<file path="src/hw/rtl/cc20_pkg.sv">
package cc20_pkg;

  localparam int unsigned QR_COUNT = 80;
  localparam int unsigned RND_W = $clog2(QR_COUNT);
  localparam logic [31:0] ROT_PACK = 32'h19181410;

  localparam logic [31:0] SIGMA_0 = 32'h61707865;
  localparam logic [31:0] SIGMA_1 = 32'h3320646E;
  localparam logic [31:0] SIGMA_2 = 32'h79622D32;
  localparam logic [31:0] SIGMA_3 = 32'h6B206574;

  localparam int unsigned REG_IDX_W = 3;
  localparam logic [REG_IDX_W-1:0] REG_KEY_0      = 3'd0;
  localparam logic [REG_IDX_W-1:0] REG_KEY_1      = 3'd1;
  localparam logic [REG_IDX_W-1:0] REG_KEY_2      = 3'd2;
  localparam logic [REG_IDX_W-1:0] REG_KEY_3      = 3'd3;
  localparam logic [REG_IDX_W-1:0] REG_NONCE_LOW  = 3'd4;
  localparam logic [REG_IDX_W-1:0] REG_NONCE_HIGH = 3'd5;
  localparam logic [REG_IDX_W-1:0] REG_IETF_MODE  = 3'd6;

  localparam int unsigned CFG_W = 64;
  localparam int unsigned BYTES_PER_ITEM = 8;
  localparam int unsigned CNT_W = 4;
  localparam int unsigned TDATA_W = 72;

  typedef struct packed {
    logic [31:0] a;
    logic [31:0] b;
    logic [31:0] c;
    logic [31:0] d;
  } qr_words_t;

  function automatic logic [31:0] rotr32(logic [31:0] v, logic [4:0] n);
    return (v >> n) | (v << (6'd32 - {1'b0, n}));
  endfunction

endpackage

</file>
<file path="src/hw/rtl/cc20_qr.sv">
module cc20_qr (
  input  cc20_pkg::qr_words_t words_in,
  output cc20_pkg::qr_words_t words_out
);
  import cc20_pkg::*;

  logic [31:0] a1, b1, c1, d1, a2, b2, c2, d2;

  always_comb begin
    a1 = words_in.a + words_in.b;
    d1 = rotr32(words_in.d ^ a1, ROT_PACK[4:0]);
    c1 = words_in.c + d1;
    b1 = rotr32(words_in.b ^ c1, ROT_PACK[12:8]);
    a2 = a1 + b1;
    d2 = rotr32(d1 ^ a2, ROT_PACK[20:16]);
    c2 = c1 + d2;
    b2 = rotr32(b1 ^ c2, ROT_PACK[28:24]);
    words_out.a = a2;
    words_out.b = b2;
    words_out.c = c2;
    words_out.d = d2;
  end

endmodule

</file>
<file path="src/hw/rtl/chacha20_stream_cipher.sv">
// ChaCha20 stream cipher, encrypting or decrypting up to eight bytes per
// transaction. Key, nonce and counter layout (original or IETF) are set
// through the write port; any write to indices 0 to 6 restarts the counter
// and the byte position. Bytes are handled one per cycle, except while a
// keystream block is made. When the byte position is at the start of a
// block, a new keystream block is made first: the words are loaded, the
// single shared quarter-round unit runs 80 quarter-rounds and then the
// final add is done. This work falls on the item that crosses the block
// boundary. A result that waits on the output holds the block in its EMIT
// state until it is taken. The output register lets a new item be taken
// while a result still waits.
module chacha20_stream_cipher (
  input  logic                                clk,
  input  logic                                rst,
  input  logic                                cfg_we,
  input  logic [cc20_pkg::REG_IDX_W-1:0]      cfg_index,
  input  logic [cc20_pkg::CFG_W-1:0]          cfg_data,
  input  logic                                s_tvalid,
  output logic                                s_tready,
  // data_in [63:0], byte_count [67:64], zero fill [71:68]
  input  logic [cc20_pkg::TDATA_W-1:0]        s_tdata,
  input  logic                                s_tlast,
  output logic                                m_tvalid,
  input  logic                                m_tready,
  // data_out [63:0], valid_bytes [67:64], zero fill [71:68]
  output logic [cc20_pkg::TDATA_W-1:0]        m_tdata,
  output logic                                m_tlast
);
  import cc20_pkg::*;

  typedef enum logic [2:0] {IDLE, BYTE, ROUND, FINISH, EMIT} state_t;

  state_t state;

  logic [63:0] key [4];
  logic [63:0] nonce_low;
  logic [31:0] nonce_high;
  logic        ietf;
  logic [63:0] counter;
  logic [5:0]  pos;

  logic [31:0] ws [4][4];
  logic [31:0] ws_next [4][4];
  logic [31:0] tmp [4][4];
  logic [31:0] ks [16];
  logic [31:0] inw [16];
  logic [RND_W-1:0] rnd;
  logic        fresh;

  logic [63:0] data;
  logic [63:0] res;
  logic [CNT_W-1:0] cnt;
  logic [CNT_W-1:0] idx;
  logic        last;

  logic [CNT_W-1:0] cnt_in;
  logic        diag;
  logic [1:0]  tb, tc, td;
  qr_words_t   qr_in, qr_out;
  logic [31:0] ks_word;
  logic [7:0]  ks_byte;
  logic [7:0]  db;
  logic        emit_go;

  assign s_tready = (state == IDLE);
  assign cnt_in = (s_tdata[67:64] > CNT_W'(BYTES_PER_ITEM)) ?
                  CNT_W'(BYTES_PER_ITEM) : s_tdata[67:64];
  assign emit_go = (state == EMIT) && (!m_tvalid || m_tready);

  always_comb begin
    inw[0] = SIGMA_0;
    inw[1] = SIGMA_1;
    inw[2] = SIGMA_2;
    inw[3] = SIGMA_3;
    for (int i = 0; i < 4; i++) begin
      inw[4 + 2 * i] = key[i][31:0];
      inw[5 + 2 * i] = key[i][63:32];
    end
    inw[12] = counter[31:0];
    if (ietf) begin
      inw[13] = nonce_low[31:0];
      inw[14] = nonce_low[63:32];
      inw[15] = nonce_high;
    end else begin
      inw[13] = counter[63:32];
      inw[14] = nonce_low[31:0];
      inw[15] = nonce_low[63:32];
    end
  end

  // column rounds tap position 0 of every row, diagonal rounds tap the
  // row index; the rows rotate by one word after each quarter-round
  always_comb begin
    diag = rnd[2];
    tb = diag ? 2'd1 : 2'd0;
    tc = diag ? 2'd2 : 2'd0;
    td = diag ? 2'd3 : 2'd0;
    qr_in.a = ws[0][0];
    qr_in.b = ws[1][tb];
    qr_in.c = ws[2][tc];
    qr_in.d = ws[3][td];
    tmp = ws;
    tmp[0][0]  = qr_out.a;
    tmp[1][tb] = qr_out.b;
    tmp[2][tc] = qr_out.c;
    tmp[3][td] = qr_out.d;
    for (int r = 0; r < 4; r++) begin
      for (int p = 0; p < 4; p++) begin
        ws_next[r][p] = tmp[r][(p + 1) % 4];
      end
    end
  end

  cc20_qr u_qr (
    .words_in  (qr_in),
    .words_out (qr_out)
  );

  always_comb begin
    ks_word = ks[pos[5:2]];
    ks_byte = ks_word[{pos[1:0], 3'b000} +: 8];
    db = data[{idx[2:0], 3'b000} +: 8];
  end

  always_ff @(posedge clk) begin
    if (rst) begin
      state    <= IDLE;
      for (int i = 0; i < 4; i++) key[i] <= '0;
      nonce_low  <= '0;
      nonce_high <= '0;
      ietf     <= 1'b0;
      counter  <= '0;
      pos      <= '0;
      rnd      <= '0;
      fresh    <= 1'b0;
      m_tvalid <= 1'b0;
    end else begin
      if (emit_go) begin
        m_tvalid <= 1'b1;
      end else if (m_tready) begin
        m_tvalid <= 1'b0;
      end
      if (cfg_we) begin
        unique case (cfg_index)
          REG_KEY_0:      key[0] <= cfg_data;
          REG_KEY_1:      key[1] <= cfg_data;
          REG_KEY_2:      key[2] <= cfg_data;
          REG_KEY_3:      key[3] <= cfg_data;
          REG_NONCE_LOW:  nonce_low <= cfg_data;
          REG_NONCE_HIGH: nonce_high <= cfg_data[31:0];
          REG_IETF_MODE:  ietf <= cfg_data[0];
          default: ;
        endcase
        if (cfg_index <= REG_IETF_MODE) begin
          pos <= '0;
          if (cfg_index == REG_IETF_MODE) begin
            counter <= {63'd0, cfg_data[0]};
          end else begin
            counter <= {63'd0, ietf};
          end
        end
      end
      unique case (state)
        IDLE: begin
          if (s_tvalid) begin
            data  <= s_tdata[63:0];
            cnt   <= cnt_in;
            last  <= s_tlast;
            idx   <= '0;
            res   <= '0;
            fresh <= 1'b0;
            state <= (cnt_in == '0) ? EMIT : BYTE;
          end
        end
        BYTE: begin
          if (pos == '0 && !fresh) begin
            for (int r = 0; r < 4; r++) begin
              for (int p = 0; p < 4; p++) begin
                ws[r][p] <= inw[4 * r + p];
              end
            end
            rnd   <= '0;
            state <= ROUND;
          end else begin
            res[{idx[2:0], 3'b000} +: 8] <= db ^ ks_byte;
            pos   <= pos + 6'd1;
            fresh <= 1'b0;
            idx   <= idx + 1'b1;
            if (idx + 1'b1 == cnt) begin
              state <= EMIT;
            end
          end
        end
        ROUND: begin
          ws  <= ws_next;
          rnd <= rnd + 1'b1;
          if (rnd == RND_W'(QR_COUNT - 1)) begin
            state <= FINISH;
          end
        end
        FINISH: begin
          for (int r = 0; r < 4; r++) begin
            for (int p = 0; p < 4; p++) begin
              ks[4 * r + p] <= ws[r][p] + inw[4 * r + p];
            end
          end
          if (ietf) begin
            counter <= {32'd0, counter[31:0] + 32'd1};
          end else begin
            counter <= counter + 64'd1;
          end
          fresh <= 1'b1;
          state <= BYTE;
        end
        EMIT: begin
          if (emit_go) begin
            m_tdata  <= {4'd0, cnt, res};
            m_tlast  <= last;
            if (last) begin
              pos <= '0;
            end
            state <= IDLE;
          end
        end
        default: state <= IDLE;
      endcase
    end
  end

endmodule

</file>
<file path="config.mk">
export PLATFORM = sky130hd
export DESIGN_NAME = chacha20_stream_cipher
export DESIGN_NICKNAME = d
export VERILOG_FILES = /design/src/hw/rtl/cc20_pkg.sv /design/src/hw/rtl/cc20_qr.sv /design/src/hw/rtl/chacha20_stream_cipher.sv
export SDC_FILE = /design/constraint.sdc
export NUM_CORES = 2
export LEC_CHECK = 0
export BUFFER_PORTS_ARGS = -buffer_cell sky130_fd_sc_hd__buf_2
export CAP_MARGIN = 20
export CORE_UTILIZATION = 60
export DETAILED_ROUTE_END_ITERATION = 8
export GPL_TIMING_DRIVEN = 0
export PLACE_DENSITY = 0.77
export RECOVER_POWER = 50
export SLEW_MARGIN = 15
export SYNTH_ARGS = -nofsm -noshare
export SYNTH_HDL_FRONTEND = slang
export SYNTH_SLANG_ARGS = --single-unit
</file>
<file path="constraint.sdc">
create_clock -name clk -period 38.2 [get_ports clk]
set_input_delay 1.91 -clock clk [delete_from_list [all_inputs] [get_ports clk]]
set_output_delay 1.91 -clock clk [all_outputs]
set_load 0.05 [all_outputs]
</file>
# Yosys cells after proc, flatten, opt, wreduce, memory -nomap -nowiden
# Memories as Yosys holds them, arrays and structs flattened. A register that Yosys moved wholly into a read port is not among the register bits.
# Cells that the tools add are included.
# word_totals
input_bits	145
mem_bits_rw	768
mem_count	2
ff_bits	897
# classes
order_cmp	8
n_addsub	26
mux	83
n_reduce_logical	29
n_shift	4
eq_ne	18
bitwise	17
# memory_table
memory	depth	width	rd	rd_clocked_by_memory_dff	write_ports	line	source
ks	16	32	1	1	16	chacha20_stream_cipher.sv:45	logic [31:0] ks [16];
key	4	64	4	0	4	chacha20_stream_cipher.sv:35	logic [63:0] key [4];
# ops
op	n
$pmux 512 s2	1
$mux 64	10
$add 32x32->32	16
$mux 512	1
$bwmux 128	3
$mux 32	9
$bmux 32 s2	3
$demux 32 s2	3
$pmux 64 s2	1
$xor 32x32->32	4
$add 32x31->32 const B	3
$mux 96	1
$add 64x1->64 const B	1
$bwmux 64	1
$shift 8x8->64 const A	1
$shiftx 64x7->8	1
$shiftx 8x8->64	1
$add 32x1->32 const B	1
$add 32x30->32 const B	1
$or 12x32->32	1
$or 16x32->32	1
$or 7x32->32	1
$or 8x32->32	1
$shiftx 32x6->8	1
other kinds (42)	118

# Longest topological paths before layout
# depth
ltp_word	19
depth_mapped	52
depth_no_buf	48

# Modules after synthesis
# Synthesis repeated with hierarchy kept, for this count alone.
# unflattened
cells_unflattened	8622
area_unflattened_um2	96496.3
# by_module_without_submodules
module	cells_per_inst	area_each_um2	n_inst	seq_area_each_um2
chacha20_stream_cipher	7600	88558.7	1	48206.2
cc20_qr	1022	7937.6	1	0.0

# Worst setup path after synthesis
# Ideal clock, no wire load.
# synth_path
kind	input-to-reg
start	input rst
end	memory ks[0][0] (enable)
n_path_buf	3
arrival_ps	23700
setup_ps	1402
cell_stages	4
required_time_ps	36798
path_slack_ps	13098
path_cell_list	clkbuf_1 > clkbuf_1 > clkbuf_1 > nor2_1
# synth_lines
element	line	source
start, declared	chacha20_stream_cipher.sv:14	input logic rst,
end, declared	chacha20_stream_cipher.sv:45	

# Worst setup path in the final report
# layout_path
start	register rnd[2]
end	register ws[260] (netlist bit), data pin
# layout_between
elab_chain_len	19
elab_cells_between_ends	34
classes_between	4 x add/sub; 2 x order compare; 16 x mux; 11 x bitwise; 1 x reduce/logical
# layout_lines
element	line	source
start, declared	chacha20_stream_cipher.sv:47	logic [RND_W-1:0] rnd;
start signal, assigned	chacha20_stream_cipher.sv:196	rnd <= rnd + 1'b1;
$mux 1	chacha20_stream_cipher.sv:95	tb = diag ? 2'd1 : 2'd0;
$not 1->3 (implied by the code)	chacha20_stream_cipher.sv:99, chacha20_stream_cipher.sv:104	
$bmux 32 s2	chacha20_stream_cipher.sv:99	qr_in.b = ws[1][tb];
$mux 32 (implied by the code) (2 in series)	chacha20_stream_cipher.sv:99	
$add 32x32->32	cc20_qr.sv:10	a1 = words_in.a + words_in.b;
$xor 32x32->32	cc20_qr.sv:11	d1 = rotr32(words_in.d ^ a1, ROT_PACK[4:0]);
$or 16x32->32	cc20_pkg.sv:34	return (v >> n) | (v << (6'd32 - {1'b0, n}));
$add 32x32->32	cc20_qr.sv:12	c1 = words_in.c + d1;
(+2 left out)	n/a	
$add 32x32->32	cc20_qr.sv:14	a2 = a1 + b1;
$xor 32x32->32	cc20_qr.sv:15	d2 = rotr32(d1 ^ a2, ROT_PACK[20:16]);
$or 8x32->32	cc20_pkg.sv:34	
$add 32x32->32	cc20_qr.sv:16	c2 = c1 + d2;
$xor 32x32->32	cc20_qr.sv:17	b2 = rotr32(b1 ^ c2, ROT_PACK[28:24]);
$or 7x32->32	cc20_pkg.sv:34	
$bwmux 128 (*)	chacha20_stream_cipher.sv:104	tmp[1][tb] = qr_out.b;
$pmux 512 s2 (*)	chacha20_stream_cipher.sv:163	unique case (state)
end signal, assigned by index	chacha20_stream_cipher.sv:179	ws[r][p] <= inw[4 * r + p];
end signal, assigned	chacha20_stream_cipher.sv:195	ws <= ws_next;
end, declared	chacha20_stream_cipher.sv:42	logic [31:0] ws [4][4];
# Every way passes the cells marked *; elsewhere a longest branch is shown, timed or not. The select of a mux whose other input is x is not followed.
# A chain may end at the register's enable or synchronous reset.

==> PnR_summary.wiki <==
{| class="wikitable"
! Metric !! Value
|-
| Status || complete, but fails checks
|-
| Failing checks || DRC, capacitance limit, slew limit
|-
| Largest fanout on the critical path || 10
|-
| H-tree Lvls || 4
|-
| Final count of pins violating max slew || 213
|-
| Min Tclk post-route || 18,390 ps
|-
| Via Count || 81.9k
|-
| Source of the worst register-to-register timing path || rnd[2]
|-
| Nets || 10.0k
|-
| Share of post-route cells with drive strength above 1 || 9.81%
|-
| Most used flip-flop cell after synthesis || edfxtp_1
|-
| Post-CTS setup buffer count || 0
|-
| Critical path data arrival time || 18,930 ps
|-
| Fill cells || 11.5k
|-
| Number of standard cells in the final layout excluding fillers || 11.7k
|-
| Number of sinks handled by clock tree synthesis || 1,665
|-
| Ratio of total power to cell area || 104 mW/mm^2
|-
| Worst rel slew slack || -142%
|-
| Number of hold-slack violations in the final timing report || 0
|-
| Std-Cell Core Area || 0.159 mm^2
|-
| Cell row count || 146
|-
| Placed instance count || 11.3k
|-
| Lkg Pwr || 0.0408 uW
|-
| Hold Path Origin || tmp[448]
|-
| Avg Synthesized Cell Area || 10.9 um^2
|-
| Type of element capturing the critical path || flip-flop
|-
| Required time worst endpoint || 38,730 ps
|-
| Number of CTS-inserted buffers || 174
|-
| Setup slack, reg-to-reg || 19,810 ps
|-
| Antenna violation net count after detailed routing || 0
|-
| First-pass GRT wire length || 581,000 um
|-
| Initial DRT Pass Iterations || 9
|-
| Critical path's slowest cell || xnor2_1
|-
| Sequential share of the synthesized area || 49.9%
|-
| Pin count of the biggest net entering global routing || 70
|-
| Worst min path class || flip-flop to flip-flop
|-
| Peak per-stage delay on the critical path || 1050 ps
|-
| Total routing resource utilization after global routing || 52.2%
|-
| Remaining design rule violation count || 7
|-
| Critical R2R Capture || ws[260]
|-
| Count of instances resized after the clock tree is built || 0
|-
| Worst VDD drop || 186 uV
|-
| Quantity of hold-fixing buffers added after cts || 0
|-
| Number of buffers on the longest clock path || 3
|-
| Initial antenna violation count || 68
|-
| Clock latency at the later pin of the worst-skew pair || 850 ps
|-
| Top-level I/O count || 220
|-
| Final global-route overflow total || 0
|-
| Width of the chip || 403 um
|-
| 1st-iter DRT viols || 14.6k
|-
| Avg WL per Cell || 36.9 um
|-
| Highest achievable clock rate || 54.4 MHz
|-
| Starting utilization of the core area || 60.7%
|-
| Clock transition time at the flip-flop clock pins of the worst setup and hold paths || 70 ps
|-
| Number of max-capacitance violations reported || 19
|-
| Netlist cell types || 92
|-
| Root buffer cell || clkbuf_16
|-
| Slew @ Worst Pin || 3590 ps
|-
| Floorplan die height || 403 um
|-
| Detailed-route vias per instance || 7.02
|-
| Setup Crit Path Kind || flip-flop to flip-flop
|-
| Number of global-route vias before repair || 76.2k
|-
| Final wirelength || 431,000 um
|-
| DPL Wire Length || 342,000 um
|-
| GPL Wtd Cong || 1.15
|-
| Min-Delay Path Depth || 0
|-
| Synth Warn # || 0
|-
| Sum of negative setup slack || 0 ps
|-
| Post-synthesis cell area || 0.0966 mm^2
|-
| End point of the most critical hold path || ks[1][0]
|-
| Final critical-path share of the clock period || 48.1%
|-
| R2R cell count || 47
|-
| Cell occurring most often along the worst timing path || xnor2_1
|-
| Worst setup skew after layout || 32.6 ps
|-
| Startpoint types || flip-flop
|-
| Post-synthesis register bit count || 1,665
|-
| Post-Syn Instances || 8,841
|-
| Clock tree from TritonCTS || built
|-
| Async set-or-reset flop fraction in the synthesized netlist || 0%
|-
| Port Buffers || 210
|-
| Unrepaired setup endpoints after global routing || no
|-
| Number of enable-type register cells in the synthesized netlist || 1,486
|-
| Layout area overhead || 11.6%
|-
| Number of failing setup endpoints in the final timing report || 0
|-
| Area of the die || 0.163 mm^2
|}
-- area by class of cell --
cell class              instances  area [um^2]  share of cell area, %
flip-flops and latches       1665        48200                   44.8
multi-input cells            6614        46200                   42.9
clock buffers                 229         4730                   4.39
well taps                    2146         2690                   2.49
repair buffers                334         2620                   2.43
plain buffers                 337         1370                   1.27
clock inverters                84          956                  0.888
inverters                     228          856                  0.795
diodes                         32         80.1                 0.0743
-- metrics by stage --
step	area [um^2]	hold slack (ps)	util [%]	power (uW)	setup slack, ps
finish	108000	447	67.7	11200	19810
global route	108000	457	67.6	11200	20100
CTS	108000	446	67.9	10700	20980
detailed placement	102000	434	64.4	8920	21120
global placement	100000	421	63.0	8920	-1020
floorplan	96600	417	-	5930	13100
-- synth_stat cells (147+ instances only) --
library cell  count  area, um^2
inv_1           224         841
a21o_1          254        1910
o21ai_0         387        1940
nand2_1        1202        4510
a21oi_1         705        3530
mux2_2          147        1660
and2_1          354        2210
nor2_1          639        2400
ha_1            512        6410
xnor2_1         462        4050
mux4_2          185        4170
dfxtp_1         179        3580
clkbuf_1        259         972
xor2_1          241        2110
nand3_1         152         761
edfxtp_1       1486       44600
-- flip-flops by register name, summed over array words and instances, names as in the netlist --
name / flops
ks: 512
ws: 384
key: 256
tmp: 96
m_tdata: 68
counter: 64
data: 64
nonce_low: 64
res: 64
nonce_high: 32
qr_in: 32
rnd: 7
pos: 6
cnt: 4
idx: 4
state: 3
fresh: 1
ietf: 1
last: 1
m_tlast: 1
m_tvalid: 1
-- cells in the final DEF, fill, tap and decap left out, types with 45 or more instances in the layout --
| master | instances |
|---|---|
| mux2_2 | 143 |
| a31oi_1 | 69 |
| or3_1 | 45 |
| nand2b_1 | 139 |
| o21bai_1 | 57 |
| a211oi_1 | 55 |
| and3_1 | 100 |
| a21o_1 | 254 |
| mux2i_1 | 142 |
| nor2_1 | 638 |
| nand3_1 | 152 |
| mux4_2 | 185 |
| clkbuf_1 | 401 |
| buf_2 | 180 |
| and2_1 | 172 |
| inv_1 | 224 |
| xor2_1 | 241 |
| o21a_1 | 80 |
| nor2b_1 | 79 |
| nand2_1 | 1202 |
| o21ai_0 | 386 |
| a21oi_1 | 705 |
| xnor2_1 | 459 |
| clkbuf_16 | 179 |
| nand4_1 | 48 |
| and2_0 | 182 |
| dfxtp_1 | 179 |
| ha_1 | 512 |
| edfxtp_1 | 1486 |
| nor3_1 | 121 |
-- worst max path at each step --
stage | startpoint | endpoint | cells past startpoint
global placement | state[1] | ws[308] | 6
detailed placement | rnd[2] | ws[262] | 49
finish | rnd[2] | ws[260] | 47
CTS | rnd[2] | ws[262] | 49
global route | rnd[2] | ws[262] | 49
floorplan | rst | ks[0][0] | 4
-- worst max-delay path, delay by kind of cell (launching register included) --
kind / cells / cell delay (ps)
AOI/OAI and AO/OA: 18 / 6050
xor gates and xnor gates: 8 / 4530
adders and majority gates: 4 / 1800
buffers and inverters: 7 / 3090
DFF: 1 / 300
muxes: 1 / 360
and+or+nand+nor: 9 / 1820
-- power by group --
group | internal, uW | switching, uW
clock network | 990 | 766
registers | 2200 | 105
logic | 1990 | 5160
-- layer usage --
| metal | part of all wire (%) | up-vias | global-route usage (%) |
|---|---|---|---|
| met1 | 34 | 39400 | 64.9 |
| met4 | 9.9 | 30 | 41.4 |
| met2 | 40 | 7311 | 72.6 |
| met3 | 15 | 1806 | 19.9 |
| li1 | - | 33400 | - |
| met5 | 0.046 | - | 0 |
-- logic make-up (layout without fill, tap and decap cells) --
kind of cell | Yosys count | in the layout | synth area share, %
other | 1 | 36 | 0.00388
XOR/XNOR | 715 | 715 | 6.65
adder cells (fa/ha/maj) | 528 | 528 | 6.97
AND/OR/NAND/NOR | 2973 | 2973 | 14.3
AO/OA/AOI/OAI | 1920 | 1920 | 12.4
flip-flops | 1665 | 1665 | 49.9
buffers and inverters | 565 | 1212 | 2.25
multiplexers | 474 | 474 | 7.50
Note: power is estimated with default switching activity, not from simulation.
